`src/i2crm_pkg.sv`:
```
// Shared types and constants for the I2C register master.
package i2crm_pkg;

   // Bus phases, one-hot.
   typedef enum logic [9:0] {
      PH_IDLE   = 10'b0000000001,
      PH_START  = 10'b0000000010,
      PH_ADDR   = 10'b0000000100,
      PH_REGH   = 10'b0000001000,
      PH_REGL   = 10'b0000010000,
      PH_WDATA  = 10'b0000100000,
      PH_RSTART = 10'b0001000000,
      PH_RADDR  = 10'b0010000000,
      PH_RDATA  = 10'b0100000000,
      PH_STOP   = 10'b1000000000
   } phase_type;

   // Request opcodes.
   localparam logic [2:0] OP_TICK  = 3'd0;
   localparam logic [2:0] OP_WRITE = 3'd1;
   localparam logic [2:0] OP_READ  = 3'd2;
   localparam logic [2:0] OP_PROBE = 3'd3;
   localparam logic [2:0] OP_LOAD  = 3'd4;

   // Request classes after decode.
   localparam logic [1:0] CLS_NOP  = 2'd0;
   localparam logic [1:0] CLS_TICK = 2'd1;
   localparam logic [1:0] CLS_CMD  = 2'd2;
   localparam logic [1:0] CLS_LOAD = 2'd3;

   // Transfer kinds.
   localparam logic [1:0] KIND_NONE  = 2'd0;
   localparam logic [1:0] KIND_WRITE = 2'd1;
   localparam logic [1:0] KIND_READ  = 2'd2;
   localparam logic [1:0] KIND_PROBE = 2'd3;

   // Status codes.
   localparam logic [1:0] ST_OK       = 2'd0;
   localparam logic [1:0] ST_ADDR_NAK = 2'd1;
   localparam logic [1:0] ST_REG_NAK  = 2'd2;
   localparam logic [1:0] ST_DATA_NAK = 2'd3;

   // CSR indexes.
   localparam logic [1:0] CSR_DEV_ADDR = 2'd0;
   localparam logic [1:0] CSR_WIDE     = 2'd1;
   localparam logic [1:0] CSR_TICKS    = 2'd2;

   localparam logic [15:0] TICKS_RESET = 16'd250;
   localparam logic [5:0]  READ_CAP    = 6'd32;
   localparam int          Q_DEPTH     = 4;

   typedef struct packed {
      logic [1:0]  cls;
      logic [1:0]  kind;
      logic        sda;
      logic [15:0] reg_addr;
      logic [5:0]  length;
      logic [7:0]  data;
   } req_type;

   typedef struct packed {
      logic        scl_release;
      logic        sda_release;
      logic        busy;
      logic        done;
      logic [1:0]  status;
      logic        read_valid;
      logic [7:0]  read_byte;
      logic [4:0]  read_index;
   } rsp_type;

   typedef struct packed {
      logic        wr;
      logic [1:0]  index;
      logic [15:0] data;
   } csr_type;

endpackage

```
`src/i2c_register_master.sv`:
```
// A request's response is registered as the request leaves the queue.
// One request per cycle is accepted unless req_stall is high; the sequencer updates once per popped request.
// A four-entry queue decouples req_stall from rsp_stall; the response register holds on stall.
// Reset (synchronous, active high) idles the bus, empties the queue and restores the CSRs.
// The write buffer has no reset; entries are valid once loaded.
// Top level: open-drain I2C register master driven by clock-enable tick requests.
module i2c_register_master #(
   parameter int BUF_DEPTH = 32
) (
   input  logic        clock,
   input  logic        reset,
   // request channel
   input  logic        req_valid,
   output logic        req_stall,
   input  logic [2:0]  req_op,
   input  logic        req_sda_in,
   input  logic [15:0] req_reg_addr,
   input  logic [5:0]  req_length,
   input  logic [7:0]  req_data_byte,
   // response channel
   output logic        rsp_valid,
   input  logic        rsp_stall,
   output logic        rsp_scl_release,
   output logic        rsp_sda_release,
   output logic        rsp_busy_res,
   output logic        rsp_done_res,
   output logic [1:0]  rsp_status,
   output logic        rsp_read_valid,
   output logic [7:0]  rsp_read_byte,
   output logic [4:0]  rsp_read_index,
   // CSR write channel
   input  logic        csr_valid,
   output logic        csr_ready,
   input  logic [1:0]  csr_index,
   input  logic [15:0] csr_data
);
   i2crm_pkg::req_type item, head;
   i2crm_pkg::rsp_type rsp;
   i2crm_pkg::csr_type csr;
   logic push, full, pop, not_empty;

   // CSRs are always writable; the user must see that software writes only while idle; the block does not enforce it
   assign csr_ready = 1'b1;
   assign csr       = '{wr: csr_valid && csr_ready, index: csr_index, data: csr_data};

   // front end: decode and length saturation
   i2crm_front #(.BUF_DEPTH(BUF_DEPTH)) u_front (
      .op_valid   (req_valid),
      .op         (req_op),
      .sda_in     (req_sda_in),
      .reg_addr   (req_reg_addr),
      .length     (req_length),
      .data_byte  (req_data_byte),
      .push       (push),
      .item       (item),
      .queue_full (full),
      .stall      (req_stall)
   );

   i2crm_queue u_queue (
      .clock     (clock),
      .reset     (reset),
      .push      (push),
      .push_item (item),
      .full      (full),
      .pop       (pop),
      .not_empty (not_empty),
      .head      (head)
   );

   // back end: bus sequencer, write buffer, response register
   i2crm_back #(.BUF_DEPTH(BUF_DEPTH)) u_back (
      .clock     (clock),
      .reset     (reset),
      .csr       (csr),
      .not_empty (not_empty),
      .head      (head),
      .pop       (pop),
      .rsp_valid (rsp_valid),
      .rsp_stall (rsp_stall),
      .rsp       (rsp)
   );

   assign rsp_scl_release = rsp.scl_release;
   assign rsp_sda_release = rsp.sda_release;
   assign rsp_busy_res    = rsp.busy;
   assign rsp_done_res    = rsp.done;
   assign rsp_status      = rsp.status;
   assign rsp_read_valid  = rsp.read_valid;
   assign rsp_read_byte   = rsp.read_byte;
   assign rsp_read_index  = rsp.read_index;

   // done comes only as the bus returns to idle
   a_done_idle: assert property (@(posedge clock) disable iff (reset)
      rsp_valid && rsp_done_res |-> !rsp_busy_res)
      else $error("done with bus busy");

   // a received byte is only reported mid-transaction
   a_read_busy: assert property (@(posedge clock) disable iff (reset)
      rsp_valid && rsp_read_valid |-> rsp_busy_res && !rsp_done_res)
      else $error("read byte outside transaction");

   // a pop never happens from an empty queue
   a_pop_nonempty: assert property (@(posedge clock) disable iff (reset)
      pop |-> not_empty)
      else $error("pop from empty queue");

   // no read data leaks when nothing was received
   a_read_zero: assert property (@(posedge clock) disable iff (reset)
      rsp_valid && !rsp_read_valid |-> rsp_read_byte == 8'd0 && rsp_read_index == 5'd0)
      else $error("stale read data");
endmodule

```
`src/i2crm_ram.sv`:
```
// Generic single-write, single-read RAM with registered read data.
module i2crm_ram #(
   parameter int WIDTH = 8,
   parameter int DEPTH = 32
) (
   input  logic                                 clock,
   input  logic                                 we,
   input  logic [(DEPTH > 1 ? $clog2(DEPTH) : 1)-1:0] waddr,
   input  logic [WIDTH-1:0]                     wdata,
   input  logic [(DEPTH > 1 ? $clog2(DEPTH) : 1)-1:0] raddr,
   output logic [WIDTH-1:0]                     rdata
);
   logic [WIDTH-1:0] mem_ff [DEPTH];
   logic [WIDTH-1:0] rdata_ff;

   always_ff @(posedge clock) begin
      if (we) begin
         mem_ff[waddr] <= wdata;
      end
      rdata_ff <= mem_ff[raddr];
   end

   assign rdata = rdata_ff;
endmodule

```
`src/i2crm_front.sv`:
```
// Front end: decodes requests into classes and saturates lengths.
module i2crm_front #(
   parameter int BUF_DEPTH = 32
) (
   input  logic        op_valid,
   input  logic [2:0]  op,
   input  logic        sda_in,
   input  logic [15:0] reg_addr,
   input  logic [5:0]  length,
   input  logic [7:0]  data_byte,
   output logic        push,
   output i2crm_pkg::req_type item,
   input  logic        queue_full,
   output logic        stall
);
   always_comb begin
      item          = '0;
      item.sda      = sda_in;
      item.reg_addr = reg_addr;
      item.data     = data_byte;
      item.cls      = i2crm_pkg::CLS_NOP;
      item.kind     = i2crm_pkg::KIND_NONE;
      item.length   = '0;
      case (op)
         i2crm_pkg::OP_TICK: begin
            item.cls = i2crm_pkg::CLS_TICK;
         end
         i2crm_pkg::OP_WRITE: begin
            item.cls    = i2crm_pkg::CLS_CMD;
            item.kind   = i2crm_pkg::KIND_WRITE;
            item.length = (int'(length) > BUF_DEPTH) ? 6'(BUF_DEPTH) : length;
         end
         i2crm_pkg::OP_READ: begin
            item.cls    = i2crm_pkg::CLS_CMD;
            item.kind   = i2crm_pkg::KIND_READ;
            item.length = (length > i2crm_pkg::READ_CAP) ? i2crm_pkg::READ_CAP : length;
         end
         i2crm_pkg::OP_PROBE: begin
            item.cls  = i2crm_pkg::CLS_CMD;
            item.kind = i2crm_pkg::KIND_PROBE;
         end
         i2crm_pkg::OP_LOAD: begin
            item.cls = i2crm_pkg::CLS_LOAD;
         end
         default: begin
            item.cls = i2crm_pkg::CLS_NOP;
         end
      endcase
   end

   assign stall = queue_full;
   assign push  = op_valid && !queue_full;
endmodule

```
`src/i2crm_queue.sv`:
```
// Small request queue between front end and bus sequencer.
module i2crm_queue (
   input  logic               clock,
   input  logic               reset,
   input  logic               push,
   input  i2crm_pkg::req_type push_item,
   output logic               full,
   input  logic               pop,
   output logic               not_empty,
   output i2crm_pkg::req_type head
);
   localparam int AW = $clog2(i2crm_pkg::Q_DEPTH);

   i2crm_pkg::req_type slot_ff [i2crm_pkg::Q_DEPTH];
   logic [AW-1:0] wptr_ff, wptr_in, rptr_ff, rptr_in;
   logic [AW:0]   count_ff, count_in;

   always_comb begin
      wptr_in  = push ? wptr_ff + 1'b1 : wptr_ff;
      rptr_in  = pop ? rptr_ff + 1'b1 : rptr_ff;
      count_in = count_ff + (AW+1)'(push) - (AW+1)'(pop);
   end

   always_ff @(posedge clock) begin
      if (reset) begin
         wptr_ff  <= '0;
         rptr_ff  <= '0;
         count_ff <= '0;
      end else begin
         wptr_ff  <= wptr_in;
         rptr_ff  <= rptr_in;
         count_ff <= count_in;
      end
   end

   always_ff @(posedge clock) begin
      if (push) begin
         slot_ff[wptr_ff] <= push_item;
      end
   end

   assign full      = (count_ff == (AW+1)'(i2crm_pkg::Q_DEPTH));
   assign not_empty = (count_ff != '0);
   assign head      = slot_ff[rptr_ff];
endmodule

```
`src/i2crm_back.sv`:
```
// Bus sequencer: quarter-bit timing, byte shifting, write buffer and result register.
module i2crm_back #(
   parameter int BUF_DEPTH = 32
) (
   input  logic               clock,
   input  logic               reset,
   input  i2crm_pkg::csr_type csr,
   input  logic               not_empty,
   input  i2crm_pkg::req_type head,
   output logic               pop,
   output logic               rsp_valid,
   input  logic               rsp_stall,
   output i2crm_pkg::rsp_type rsp
);
   localparam int AW = (BUF_DEPTH > 1) ? $clog2(BUF_DEPTH) : 1;
   localparam int FW = $clog2(BUF_DEPTH + 1) > 0 ? $clog2(BUF_DEPTH + 1) : 1;

   // config
   logic [6:0]  dev_ff;
   logic        wide_ff;
   logic [15:0] ticks_ff;

   // sequencer state
   i2crm_pkg::phase_type ph_ff, ph_in;
   logic [1:0]  q_ff, q_in;
   logic [15:0] tc_ff, tc_in;
   logic [3:0]  bit_ff, bit_in;
   logic [5:0]  byte_ff, byte_in;
   logic [7:0]  shift_ff, shift_in;
   logic        nack_ff, nack_in;
   logic [FW-1:0] fill_ff, fill_in;
   logic [1:0]  kind_ff, kind_in;
   logic [15:0] reg_ff, reg_in;
   logic [5:0]  len_ff, len_in;
   logic [1:0]  status_ff, status_in;

   logic rsp_valid_ff, rsp_valid_in;
   i2crm_pkg::rsp_type rsp_ff, rsp_in;

   logic          ram_we;
   logic [AW-1:0] ram_raddr;
   logic [7:0]    ram_rdata;
   logic [5:0]    byte_next;

   assign byte_next = byte_ff + 6'd1;
   assign ram_raddr = (ph_ff == i2crm_pkg::PH_WDATA) ? AW'(byte_next) : '0;

   i2crm_ram #(.WIDTH(8), .DEPTH(BUF_DEPTH)) u_buf (
      .clock (clock),
      .we    (ram_we),
      .waddr (AW'(fill_ff)),
      .wdata (head.data),
      .raddr (ram_raddr),
      .rdata (ram_rdata)
   );

   assign pop = not_empty && (!rsp_valid_ff || !rsp_stall);

   always_comb begin
      logic [16:0] tick_sum;
      logic [15:0] limit;
      logic        idle;
      logic        high;
      logic [5:0]  bcnt;

      ph_in     = ph_ff;
      q_in      = q_ff;
      tc_in     = tc_ff;
      bit_in    = bit_ff;
      byte_in   = byte_ff;
      shift_in  = shift_ff;
      nack_in   = nack_ff;
      fill_in   = fill_ff;
      kind_in   = kind_ff;
      reg_in    = reg_ff;
      len_in    = len_ff;
      status_in = status_ff;
      ram_we    = 1'b0;
      rsp_in    = '0;
      limit     = (ticks_ff == '0) ? 16'd1 : ticks_ff;
      idle      = (ph_ff == i2crm_pkg::PH_IDLE);
      tick_sum  = {1'b0, tc_ff} + 17'd1;
      bcnt      = '0;

      case (head.cls)
         i2crm_pkg::CLS_TICK: begin
            if (!idle) begin
               if (tick_sum >= {1'b0, limit}) begin
                  tc_in = '0;
                  // sample SDA at the end of the second high quarter
                  if (q_ff == 2'd2) begin
                     if (ph_ff == i2crm_pkg::PH_RDATA) begin
                        if (bit_ff < 4'd8) begin
                           shift_in = {shift_ff[6:0], head.sda};
                           if (bit_ff == 4'd7) begin
                              rsp_in.read_valid = 1'b1;
                              rsp_in.read_byte  = {shift_ff[6:0], head.sda};
                              rsp_in.read_index = byte_ff[4:0];
                           end
                        end
                     end else if ((ph_ff == i2crm_pkg::PH_ADDR ||
                                   ph_ff == i2crm_pkg::PH_REGH ||
                                   ph_ff == i2crm_pkg::PH_REGL ||
                                   ph_ff == i2crm_pkg::PH_WDATA ||
                                   ph_ff == i2crm_pkg::PH_RADDR) && bit_ff == 4'd8) begin
                        nack_in = head.sda;
                     end
                  end
                  if (q_ff != 2'd3) begin
                     q_in = q_ff + 2'd1;
                  end else begin
                     q_in = 2'd0;
                     // end of bit
                     case (ph_ff)
                        i2crm_pkg::PH_START: begin
                           ph_in = i2crm_pkg::PH_ADDR; shift_in = {dev_ff, 1'b0};
                           bit_in = '0; nack_in = 1'b0;
                        end
                        i2crm_pkg::PH_RSTART: begin
                           ph_in = i2crm_pkg::PH_RADDR; shift_in = {dev_ff, 1'b1};
                           bit_in = '0; nack_in = 1'b0;
                        end
                        i2crm_pkg::PH_STOP: begin
                           ph_in = i2crm_pkg::PH_IDLE; bit_in = '0;
                           rsp_in.done = 1'b1;
                           if (kind_ff == i2crm_pkg::KIND_WRITE) begin
                              fill_in = '0;
                           end
                        end
                        i2crm_pkg::PH_RDATA: begin
                           if (bit_ff < 4'd8) begin
                              bit_in = bit_ff + 4'd1;
                           end else begin
                              byte_in = byte_next;
                              bit_in  = '0;
                              if (byte_next >= len_ff) begin
                                 ph_in = i2crm_pkg::PH_STOP;
                              end else begin
                                 shift_in = '0; nack_in = 1'b0;
                              end
                           end
                        end
                        default: begin
                           if (bit_ff < 4'd8) begin
                              bit_in = bit_ff + 4'd1;
                           end else if (nack_ff) begin
                              bit_in = '0;
                              ph_in  = i2crm_pkg::PH_STOP;
                              if (ph_ff == i2crm_pkg::PH_ADDR || ph_ff == i2crm_pkg::PH_RADDR) begin
                                 status_in = i2crm_pkg::ST_ADDR_NAK;
                              end else if (ph_ff == i2crm_pkg::PH_WDATA) begin
                                 status_in = i2crm_pkg::ST_DATA_NAK;
                              end else begin
                                 status_in = i2crm_pkg::ST_REG_NAK;
                              end
                           end else begin
                              bit_in  = '0;
                              nack_in = 1'b0;
                              case (ph_ff)
                                 i2crm_pkg::PH_ADDR: begin
                                    if (kind_ff == i2crm_pkg::KIND_PROBE) begin
                                       ph_in = i2crm_pkg::PH_STOP;
                                    end else if (wide_ff) begin
                                       ph_in = i2crm_pkg::PH_REGH; shift_in = reg_ff[15:8];
                                    end else begin
                                       ph_in = i2crm_pkg::PH_REGL; shift_in = reg_ff[7:0];
                                    end
                                 end
                                 i2crm_pkg::PH_REGH: begin
                                    ph_in = i2crm_pkg::PH_REGL; shift_in = reg_ff[7:0];
                                 end
                                 i2crm_pkg::PH_REGL: begin
                                    if (kind_ff == i2crm_pkg::KIND_READ) begin
                                       ph_in = i2crm_pkg::PH_RSTART;
                                    end else if (len_ff == '0) begin
                                       ph_in = i2crm_pkg::PH_STOP;
                                    end else begin
                                       byte_in = '0;
                                       ph_in = i2crm_pkg::PH_WDATA; shift_in = ram_rdata;
                                    end
                                 end
                                 i2crm_pkg::PH_WDATA: begin
                                    byte_in = byte_next;
                                    if (byte_next >= len_ff) begin
                                       ph_in = i2crm_pkg::PH_STOP;
                                    end else begin
                                       shift_in = ram_rdata;
                                    end
                                 end
                                 i2crm_pkg::PH_RADDR: begin
                                    if (len_ff == '0) begin
                                       ph_in = i2crm_pkg::PH_STOP;
                                    end else begin
                                       byte_in = '0;
                                       ph_in = i2crm_pkg::PH_RDATA; shift_in = '0;
                                    end
                                 end
                                 default: begin
                                    ph_in = i2crm_pkg::PH_STOP;
                                 end
                              endcase
                           end
                        end
                     endcase
                  end
               end else begin
                  tc_in = tick_sum[15:0];
               end
            end
         end
         i2crm_pkg::CLS_CMD: begin
            if (idle) begin
               kind_in   = head.kind;
               reg_in    = head.reg_addr;
               len_in    = head.length;
               status_in = i2crm_pkg::ST_OK;
               byte_in   = '0;
               shift_in  = '0;
               nack_in   = 1'b0;
               tc_in     = '0;
               q_in      = '0;
               bit_in    = '0;
               ph_in     = i2crm_pkg::PH_START;
            end
         end
         i2crm_pkg::CLS_LOAD: begin
            if (idle && fill_ff < FW'(BUF_DEPTH)) begin
               ram_we  = pop;
               fill_in = fill_ff + 1'b1;
            end
         end
         default: begin
         end
      endcase

      // line drives from the new state
      high = (q_in == 2'd1) || (q_in == 2'd2);
      bcnt = byte_in + 6'd1;
      case (ph_in)
         i2crm_pkg::PH_IDLE: begin
            rsp_in.scl_release = 1'b1; rsp_in.sda_release = 1'b1;
         end
         i2crm_pkg::PH_START: begin
            rsp_in.scl_release = (q_in != 2'd3);
            rsp_in.sda_release = (q_in < 2'd2);
         end
         i2crm_pkg::PH_RSTART: begin
            rsp_in.scl_release = (q_in != 2'd3) && (q_in != 2'd0);
            rsp_in.sda_release = (q_in < 2'd2);
         end
         i2crm_pkg::PH_STOP: begin
            rsp_in.scl_release = (q_in != 2'd0);
            rsp_in.sda_release = (q_in >= 2'd2);
         end
         i2crm_pkg::PH_RDATA: begin
            rsp_in.scl_release = high;
            rsp_in.sda_release = (bit_in < 4'd8) ? 1'b1 : !(bcnt < len_in);
         end
         default: begin
            rsp_in.scl_release = high;
            rsp_in.sda_release = (bit_in < 4'd8) ? shift_in[3'd7 - bit_in[2:0]] : 1'b1;
         end
      endcase
      rsp_in.busy   = (ph_in != i2crm_pkg::PH_IDLE);
      rsp_in.status = status_in;

      rsp_valid_in = pop ? 1'b1 : (rsp_valid_ff && rsp_stall);
   end

   always_ff @(posedge clock) begin
      if (reset) begin
         dev_ff       <= '0;
         wide_ff      <= 1'b0;
         ticks_ff     <= i2crm_pkg::TICKS_RESET;
         ph_ff        <= i2crm_pkg::PH_IDLE;
         q_ff         <= '0;
         tc_ff        <= '0;
         bit_ff       <= '0;
         byte_ff      <= '0;
         shift_ff     <= '0;
         nack_ff      <= 1'b0;
         fill_ff      <= '0;
         kind_ff      <= i2crm_pkg::KIND_NONE;
         reg_ff       <= '0;
         len_ff       <= '0;
         status_ff    <= i2crm_pkg::ST_OK;
         rsp_valid_ff <= 1'b0;
      end else begin
         if (csr.wr) begin
            case (csr.index)
               i2crm_pkg::CSR_DEV_ADDR: dev_ff   <= csr.data[6:0];
               i2crm_pkg::CSR_WIDE:     wide_ff  <= csr.data[0];
               i2crm_pkg::CSR_TICKS:    ticks_ff <= csr.data;
               default: begin
               end
            endcase
         end
         if (pop) begin
            ph_in_commit: begin
               ph_ff     <= ph_in;
               q_ff      <= q_in;
               tc_ff     <= tc_in;
               bit_ff    <= bit_in;
               byte_ff   <= byte_in;
               shift_ff  <= shift_in;
               nack_ff   <= nack_in;
               fill_ff   <= fill_in;
               kind_ff   <= kind_in;
               reg_ff    <= reg_in;
               len_ff    <= len_in;
               status_ff <= status_in;
            end
         end
         rsp_valid_ff <= rsp_valid_in;
      end
   end

   always_ff @(posedge clock) begin
      if (pop) begin
         rsp_ff <= rsp_in;
      end
   end

   assign rsp_valid = rsp_valid_ff;
   assign rsp       = rsp_ff;
endmodule
```
`config.mk`:
```
export PLATFORM = sky130hd
export DESIGN_NAME = i2c_register_master
export DESIGN_NICKNAME = d
export VERILOG_FILES = /design/src/i2crm_pkg.sv /design/src/i2c_register_master.sv /design/src/i2crm_ram.sv /design/src/i2crm_front.sv /design/src/i2crm_queue.sv /design/src/i2crm_back.sv
export SDC_FILE = /design/constraint.sdc
export NUM_CORES = 1
export LEC_CHECK = 0
export ABC_AREA = 1
export BUFFER_PORTS_ARGS = -buffer_cell sky130_fd_sc_hd__buf_2
export CAP_MARGIN = 25
export CORE_MARGIN = 10
export CORE_UTILIZATION = 25
export CTS_BUF_LIST = sky130_fd_sc_hd__clkbuf_16
export DETAILED_ROUTE_END_ITERATION = 10
export PLACE_DENSITY = 0.48
export SLEW_MARGIN = 10
export SYNTH_ARGS = -nofsm -noshare
export SYNTH_HDL_FRONTEND = slang
export SYNTH_HIERARCHICAL = 1
export SYNTH_SLANG_ARGS = --single-unit
```
`constraint.sdc`:
```
create_clock -name clock -period 9.5 [get_ports clock]
set_clock_uncertainty 0.05 [all_clocks]
set_input_delay 0.475 -clock clock [delete_from_list [all_inputs] [get_ports clock]]
set_output_delay 0.475 -clock clock [all_outputs]
set_load 0.01 [all_outputs]
```
==> results.cfg, run 1 <==
[run_status]
outcome = completed

[logic_synthesis]
synth_flop_cell = edfxtp_1
syn-num-nets = 2944
netlist_top_cells_area = edfxtp_1 48%, nand2_1 11%, dfxtp_1 9.3%
ys_types = 56
yosysMostFrequentCell = nand2_1
syn_inst = 2839
synth.cell_area_um2 = 26200
yosys_register_bits = 537
post-synth-top-area-fraction = 0.478
yosysWarnings = 6
yosys-top-cells-count = 769 x nand2_1, 416 x edfxtp_1, 308 x inv_1, 280 x nand3_1, 163 x a21oi_1
avgSynthCellArea_um2 = 9.21
synth_top_area_cell = edfxtp_1
synthArstFlopShare = 0
synth_edf_count = 416
ys_seq_area_frac = 0.570

[finish]
final_cell_area_um2 = 29600
area_growth_pct = 13.0
final_cells = 4313
utilization = 0.285
final_layout_size_suffix_gt1_frac = 0.0955
nNetsFinal = 2987

[floorplan]
die_w_um = 343
die_h_um = 343
initial_utilization = 0.252
fp-row-count = 118
ioPinCount = 80
die-area_um2 = 118000
core_um2 = 104000

[timing]
rsz0062_at_grt = false
post-route-period-util = 0.595
setup_violations = 0
slew_viol_final = 0
timing.hold.ws_ps = 33.2
fmax_mhz = 177
fin_ws_ps = 3850
hold_viol_final = 0
worst_pin_slew_ps = 988
period_minus_slack_ps = 5650
tns_ps = 0
slew_headroom = 0.340

[clock_network]
cts.clk_slew.worst_paths_ps = 60
insertion_delay_ps = 630
cts_sinks = 537
tritoncts = yes
clk_path_buf_depth = 3
numCtsBuffers = 59
postCtsSetupBuffers = 0
cts_root_buffer = clkbuf_16
htree_num_levels = 2

[critical_path]
r2r_setup_slack_ps = 3850
rr_endpoint = u_back/rsp[18]
reg2reg_from = u_back/tc_ff[2]
worstSetupStartpoint = u_back/tc_ff[2]
endpoint_kind = flop
slowest_delay_ps = 390
arrival_ps = 5990
critPathKind = reg2reg
path_common_cell = nand2_1
path_max_fanout = 21
slowest_stage = dfxtp_1
cp_data_required_time_ps = 9840
rr_worst_depth = 32
crit_path_start_kind = flop

[global_route]
grt_overflow_total = 0
grt_max_degree = 86
grtUsageTotal = 0.118
grt_pass1_vias = 18300
antenna_found_initial = 7
grt_pass1_wl_mm = 110

[drt]
drt_pre_antenna_iters = 6
num_vias = 19200
top_layer = met5
route.detailed.drc = 0
via_per_inst = 4.45
wl_met2_mm = 32.9
wl_mm = 71.4
detail-route-antenna-nets = 0
first_iter_violations = 1293
met3_length_mm = 3.46
routedLengthMet1_mm = 33.3
avgRoutedWirePerCell_um = 16.5

[placement]
dpl_cell_area_um2 = 27500
portBuffers = 78
place_hpwl_mm = 46.9
gp_congestion = 0.901
dp.cells = 4178
place_ws_ps = 3840

[pwr]
fin_total_pwr_mw = 8.22
p_per_area_nw_per_um2 = 278
cellLeakagePower_nw = 11.7
vdd_drop_max_mv = 0.158

[min_path]
hold_depth = 1
hold_start = req_data_byte[7]
holdPathEnd = u_queue/slot_ff[3][7]
hp-class = in2reg

[run]
max-cap-violations = 0
[flip-flops by register name (all words and copies together), names as in the netlist, 7 cells and up, named ones only]
register and cells:
u_queue/slot_ff 140, u_back/tc_ff 16, u_back/reg_ff 16, u_back/rsp 20, u_back/ticks_ff 16, u_back/u_buf/rdata 8
u_back/u_buf/mem_ff 256, u_back/shift_ff 8, u_back/dev_ff 7, u_back/ph_ff 10
[logic make-up (layout without fill, tap and decap cells)]
family / Yosys count / count (layout) / share of synthesized area
other cells: 1 / 2 / 0.000143
flops: 537 / 537 / 0.570
buf+inv: 480 / 573 / 0.0865
fa+ha+maj: 48 / 48 / 0.0232
simple gates: 1325 / 1325 / 0.220
xor+xnor: 21 / 21 / 0.00703
compound gates: 427 / 427 / 0.0932
[repair_timing]
item | 4_1_cts | 5_1_grt
hold buffers | 23 | 0
gates resized for setup | 0 | 0
endpoints found under the hold margin | 89 | 0
[worst max-delay path by stage]
stage               cells after the start  slack, ps              to
floorplan                              31       4900  u_back/rsp[18]
global placement                       32       3850  u_back/rsp[18]
detailed placement                     32       3840  u_back/rsp[18]
CTS                                    32       3880  u_back/rsp[18]
global route                           32       3390  u_back/rsp[18]
finish                                 32       3850  u_back/rsp[18]
[worst max-delay path, delay by kind of cell (launching register included)]
| kind | cells | cell delay (ps) |
|---|---|---|
| buffers and inverters | 2 | 310 |
| AND/OR/NAND/NOR | 23 | 3320 |
| flip-flops | 1 | 390 |
| XOR/XNOR | 2 | 310 |
| AO/OA/AOI/OAI | 3 | 420 |
| adder cells (fa/ha/maj) | 2 | 620 |
[placed cells by master, fill, tap and decap left out, types with 4 or more instances in the layout]
cell type      synthesis  final
o31ai_1                5      5
clkinv_1               2     19
clkinv_2               1     11
nor4_1                 4      4
clkbuf_16              0     61
o21bai_1               5      5
nand3_1              280    280
nand2_1              769    769
nand3_2               10     10
o211ai_1              53     53
dfxtp_1              121    119
o21ai_0              130    130
ha_1                  47     47
o211ai_2               6      6
buf_4                 37     32
buf_2                 37     78
inv_1                308    322
nor2_4                 6      7
o22ai_1                6      6
nor2_2                11     12
o21ai_1               36     36
nand2_4                6      6
edfxtp_1             416    416
a221oi_1               5      5
dlygate4sd3_1          0     23
nor3_1                17     17
xnor2_1                4      4
inv_2                 18     19
nor2_1               159    157
a21oi_1              163    163
nand2_2               18     18
nand4_1               33     33
xor2_1                17     17
o221ai_1               4      4
[routing by layer]
| layer | up-vias | global-route usage |
|---|---|---|
| li1 | 9616 | - |
| met1 | 9023 | 0.162 |
| met2 | 419 | 0.188 |
| met3 | 112 | 0.0195 |
| met4 | 2 | 0.0354 |
| met5 | - | 0 |
[report_power, final]
group / switching, mW / internal (mW) / total [mW]
clock network: 0.953 / 1.21 / 2.16
logic: 2.06 / 0.774 / 2.83
registers: 0.208 / 3.01 / 3.22
[final cells by class]
cell class / instances / area [um^2]
diodes: 1 / 2.50
clock buffers: 61 / 1530
clock inverters: 50 / 299
fillers: 11000 / 74100
inverters: 329 / 1240
multi-input cells: 1822 / 8990
flip-flops and latches: 537 / 14900
well taps: 1380 / 1730
repair buffers: 133 / 861
(Power assumes the default switching activity.)
==> run 2: changes to the inputs <==
--- a/config.mk
+++ b/config.mk
@@ -12,7 +12,7 @@
 export CORE_UTILIZATION = 25
 export CTS_BUF_LIST = sky130_fd_sc_hd__clkbuf_16
 export DETAILED_ROUTE_END_ITERATION = 10
-export PLACE_DENSITY = 0.48
+export PLACE_DENSITY = 0.49
 export SLEW_MARGIN = 10
 export SYNTH_ARGS = -nofsm -noshare
 export SYNTH_HDL_FRONTEND = slang
==> constraint.sdc (replaced) <==
create_clock -name clock -period 4.9 [get_ports clock]
set_clock_uncertainty 0.05 [all_clocks]
set_input_delay 0.245 -clock clock [delete_from_list [all_inputs] [get_ports clock]]
set_output_delay 0.245 -clock clock [all_outputs]
set_load 0.01 [all_outputs]
==> results.cfg, run 2 (synthesis results as in run 1) <==
[finish]
utilization = 0.293
final_common_cell = nand2_1
final_cells = 4374
nNetsFinal = 3048
final_layout_size_suffix_gt1_frac = 0.117
final_cell_mix = 765 x nand2_1, 416 x edfxtp_1, 323 x inv_1
n_antenna_cell = 0
area_growth_pct = 16.0
largest_register_ffs = 256
final_cell_area_um2 = 30300
largest-register = u_back/u_buf/mem_ff

[min_path]
hp-class = in2reg
hold_start = req_length[0]

[critical_path]
slowest_stage = dfxtp_2
crit_path_start_kind = flop
worstSetupStartpoint = u_back/tc_ff[0]
cp_data_required_time_ps = 5240
path_buf_inv = 4
path_common_cell = nand2_1
path_delay_family = simple AND/OR/NAND/NOR gates
path_max_fanout = 6
critPathKind = reg2reg
slowest_delay_ps = 340
endpoint_kind = flop
reg2reg_from = u_back/tc_ff[0]
arrival_ps = 4990

[placement]
dp.cells = 4202
gp_congestion = 0.905
place_ws_ps = -27.9
place_hpwl_mm = 47.2
portBuffers = 78
dpl_cell_area_um2 = 27700

[drt]
num_vias = 19600
route.detailed.drc = 0
drt_pre_antenna_iters = 5
met3_length_mm = 3.58
wl_met2_mm = 32.9
via_per_inst = 4.47
avgRoutedWirePerCell_um = 16.4
first_iter_violations = 1535
routedLengthMet1_mm = 33.5
top_layer = met4
detail-route-antenna-nets = 0
wl_mm = 71.6

[floorplan]
die-area_um2 = 118000
fp-row-count = 118
die_w_um = 343
initial_utilization = 0.252
ioPinCount = 80
core_um2 = 104000
die_h_um = 343

[clock_network]
tritoncts = yes
clk_path_buf_depth = 3
cts_root_buffer = clkbuf_16
cts_sinks = 537
insertion_delay_ps = 640
htree_num_levels = 2
numCtsBuffers = 60
cts.clk_slew.worst_paths_ps = 60

[pwr]
p_per_area_nw_per_um2 = 532
vdd_drop_max_mv = 0.272
cellLeakagePower_nw = 12.1
fin_total_pwr_mw = 16.1

[global_route]
grt_pass1_vias = 18800
grt_overflow_total = 0
grt_max_degree = 129
antenna_found_initial = 3
grtUsageTotal = 0.118
grt_pass1_wl_mm = 111

[timing]
worst_pin_slew_ps = 854
fmax_mhz = 215
period_minus_slack_ps = 4650
hold_viol_final = 0
rsz0062_at_grt = true
fin_ws_ps = 249
post-route-period-util = 0.949
slew_headroom = 0.428
timing.hold.ws_ps = 36.3
tns_ps = 0
setup_violations = 0
slew_viol_final = 0

[run]
max-cap-violations = 0

[run_status]
outcome = completed
[run 2: path summary, 6_finish.rpt]
path                            slack, ps                    end  depth (start not counted)
worst max-delay path                  250         u_back/rsp[18]                         32
worst min-delay path                   40  u_queue/slot_ff[3][8]                          3
worst max register to register        250         u_back/rsp[18]                         32
worst min register to register        420      u_back/reg_ff[12]                          2
[run 2: where the power goes]
part	internal, mW	switching, mW
Clock	2.38	1.84
Combinational	1.62	4.16
Sequential	5.85	0.307
[run 2: worst min-delay path, stage by stage]
cell     delay, ps
buf_2          110
nand4_1         80
a21oi_1         90
[run 2: metal layers]
| metal | GRT usage | up-vias |
|---|---|---|
| met2 | 0.191 | 423 |
| met1 | 0.162 | 9275 |
| met3 | 0.0189 | 119 |
| met5 | 0 | - |
| met4 | 0.0314 | 0 |
| li1 | - | 9734 |
[run 2: area by class of cell]
class | count | area, um^2
Clock buffer | 62 | 1550
Clock inverter | 51 | 294
Timing Repair Buffer | 193 | 1430
Multi-Input combinational cell | 1822 | 9180
Inverter | 329 | 1240
Tap cell | 1380 | 1730
Fill cell | 10900 | 73300
Sequential cell | 537 | 14900
[run 2: timing repair]
action,4_1_cts,5_1_grt
cloned,0,0
gates resized for setup,5,45
hold endpoints to repair,142,0
endpoints found under the setup margin,1,2
setup buffers,2,7
pin swaps,8,23
hold buffers,50,0
==> run 3: changes to the inputs <==
--- a/config.mk
+++ b/config.mk
@@ -12,7 +12,8 @@
 export CORE_UTILIZATION = 25
 export CTS_BUF_LIST = sky130_fd_sc_hd__clkbuf_16
 export DETAILED_ROUTE_END_ITERATION = 10
-export PLACE_DENSITY = 0.49
+export PLACE_DENSITY = 0.48
+export REMOVE_ABC_BUFFERS = 1
 export SLEW_MARGIN = 10
 export SYNTH_ARGS = -nofsm -noshare
 export SYNTH_HDL_FRONTEND = slang
==> constraint.sdc (replaced) <==
create_clock -name clock -period 4.94 [get_ports clock]
set_clock_uncertainty 0.05 [all_clocks]
set_input_delay 0.247 -clock clock [delete_from_list [all_inputs] [get_ports clock]]
set_output_delay 0.247 -clock clock [all_outputs]
set_load 0.01 [all_outputs]
==> results.cfg, run 3 (synthesis results as in run 1) <==
[placement]
gp_congestion = 0.850
dpl_cell_area_um2 = 27700
portBuffers = 78
place_hpwl_mm = 47.6
place_ws_ps = 48.9

[timing]
fin_ws_ps = 255
period_minus_slack_ps = 4690
post-route-period-util = 0.948
worst_pin_slew_ps = 945
slew_headroom = 0.368
timing.hold.ws_ps = 54.7
fmax_mhz = 213
hold_viol_final = 0
slew_viol_final = 0
setup_violations = 0
tns_ps = 0

[critical_path]
path_max_fanout = 5
cp_data_required_time_ps = 5270
arrival_ps = 5010
crit_path_start_kind = flop
endpoint_kind = flop
critPathKind = reg2reg
slowest_stage = dfxtp_2
path_delay_family = simple AND/OR/NAND/NOR gates
slowest_delay_ps = 340
path_buf_inv = 5
path_common_cell = nand2_1

[finish]
final_layout_size_suffix_gt1_frac = 0.114
largest_register_ffs = 256
area_growth_pct = 15.8
nNetsFinal = 3047
final_common_cell = nand2_1
final_cell_mix = 767 x nand2_1, 416 x edfxtp_1, 316 x inv_1
final_cell_area_um2 = 30300
largest-register = u_back/u_buf/mem_ff

[clock_network]
cts.clk_slew.worst_paths_ps = 70
numCtsBuffers = 60
cts_sinks = 537
cts_root_buffer = clkbuf_16
tritoncts = yes
htree_num_levels = 2
insertion_delay_ps = 640
clk_path_buf_depth = 3

[run]
max-cap-violations = 0

[floorplan]
initial_utilization = 0.252
die_w_um = 343
die_h_um = 343
fp-row-count = 118
core_um2 = 104000
die-area_um2 = 118000
ioPinCount = 80

[global_route]
grtUsageTotal = 0.117
grt_max_degree = 129
antenna_found_initial = 7
grt_pass1_wl_mm = 110
grt_overflow_total = 0
grt_pass1_vias = 18300

[pwr]
fin_total_pwr_mw = 16.0
vdd_drop_max_mv = 0.291
cellLeakagePower_nw = 12.0
p_per_area_nw_per_um2 = 529

[drt]
route.detailed.drc = 0
num_vias = 19300
avgRoutedWirePerCell_um = 16.4
drt_pre_antenna_iters = 7
first_iter_violations = 1284
detail-route-antenna-nets = 0
wl_mm = 71.6
via_per_inst = 4.41

[min_path]
hp-class = in2reg

[run_status]
outcome = completed
-- run 3: cell types whose count changed in the layout (fill, tap and decap cells not counted), sizes merged --
cell,change
inv,-10
clkinv,+8
buf,-2
bufinv,+2
diode,+2
clkbuf,-1
dlygate4sd3,+1
-- run 3: cell type report --
type                       count  area (um^2)
antenna                        2         5.00
clock buffer                  61         1530
clock inverter                51          375
fill                       11000        73400
inverter                     329         1240
multi-input combinational   1822         9080
sequential                   537        14900
tap                         1380         1730
timing repair buffer         192         1420
-- run 3: stage by stage --
step / utilization / std cells
global placement: 0.268 / 4203
detailed placement: 0.268 / 4203
floorplan: - / 2688
global route: 0.292 / 4374
CTS: 0.291 / 4366
finish: 0.292 / 4374
-- run 3: final timing paths --
| path | from | depth (start not counted) | slack (ps) | endpoint |
|---|---|---|---|---|
| setup / recovery | u_back/tc_ff[2] | 33 | 250 | u_back/rsp[18] |
| hold / removal | csr_valid | 3 | 50 | u_back/wide_ff |
| setup reg to reg | u_back/tc_ff[2] | 33 | 250 | u_back/rsp[18] |
| hold reg to reg | u_back/reg_ff[8] | 2 | 420 | u_back/reg_ff[8] |
-- run 3: tightest hold or removal path, stage by stage --
cell	delay, ps
buf_2	110
nand3_1	200
a21oi_1	120
-- run 3: report_power, final --
part	switching [mW]	total (mW)	internal, mW
logic	4.00	5.58	1.57
registers	0.332	6.13	5.80
clock network	1.87	4.32	2.45
total	6.21	16.0	9.82
-- run 3: routing by layer --
metal / global-route usage / share of wire
met5: 0 / 0.00039
met4: 0.0334 / 0.024
met3: 0.0177 / 0.049
met2: 0.188 / 0.45
met1: 0.163 / 0.47
-- run 3: timing repair --
item | in CTS | in global routing
endpoints found under the setup margin | 0 | 2
hold endpoints to repair | 163 | 0
hold buffers | 51 | 0
setup buffers | 0 | 6
resized for setup | 0 | 30
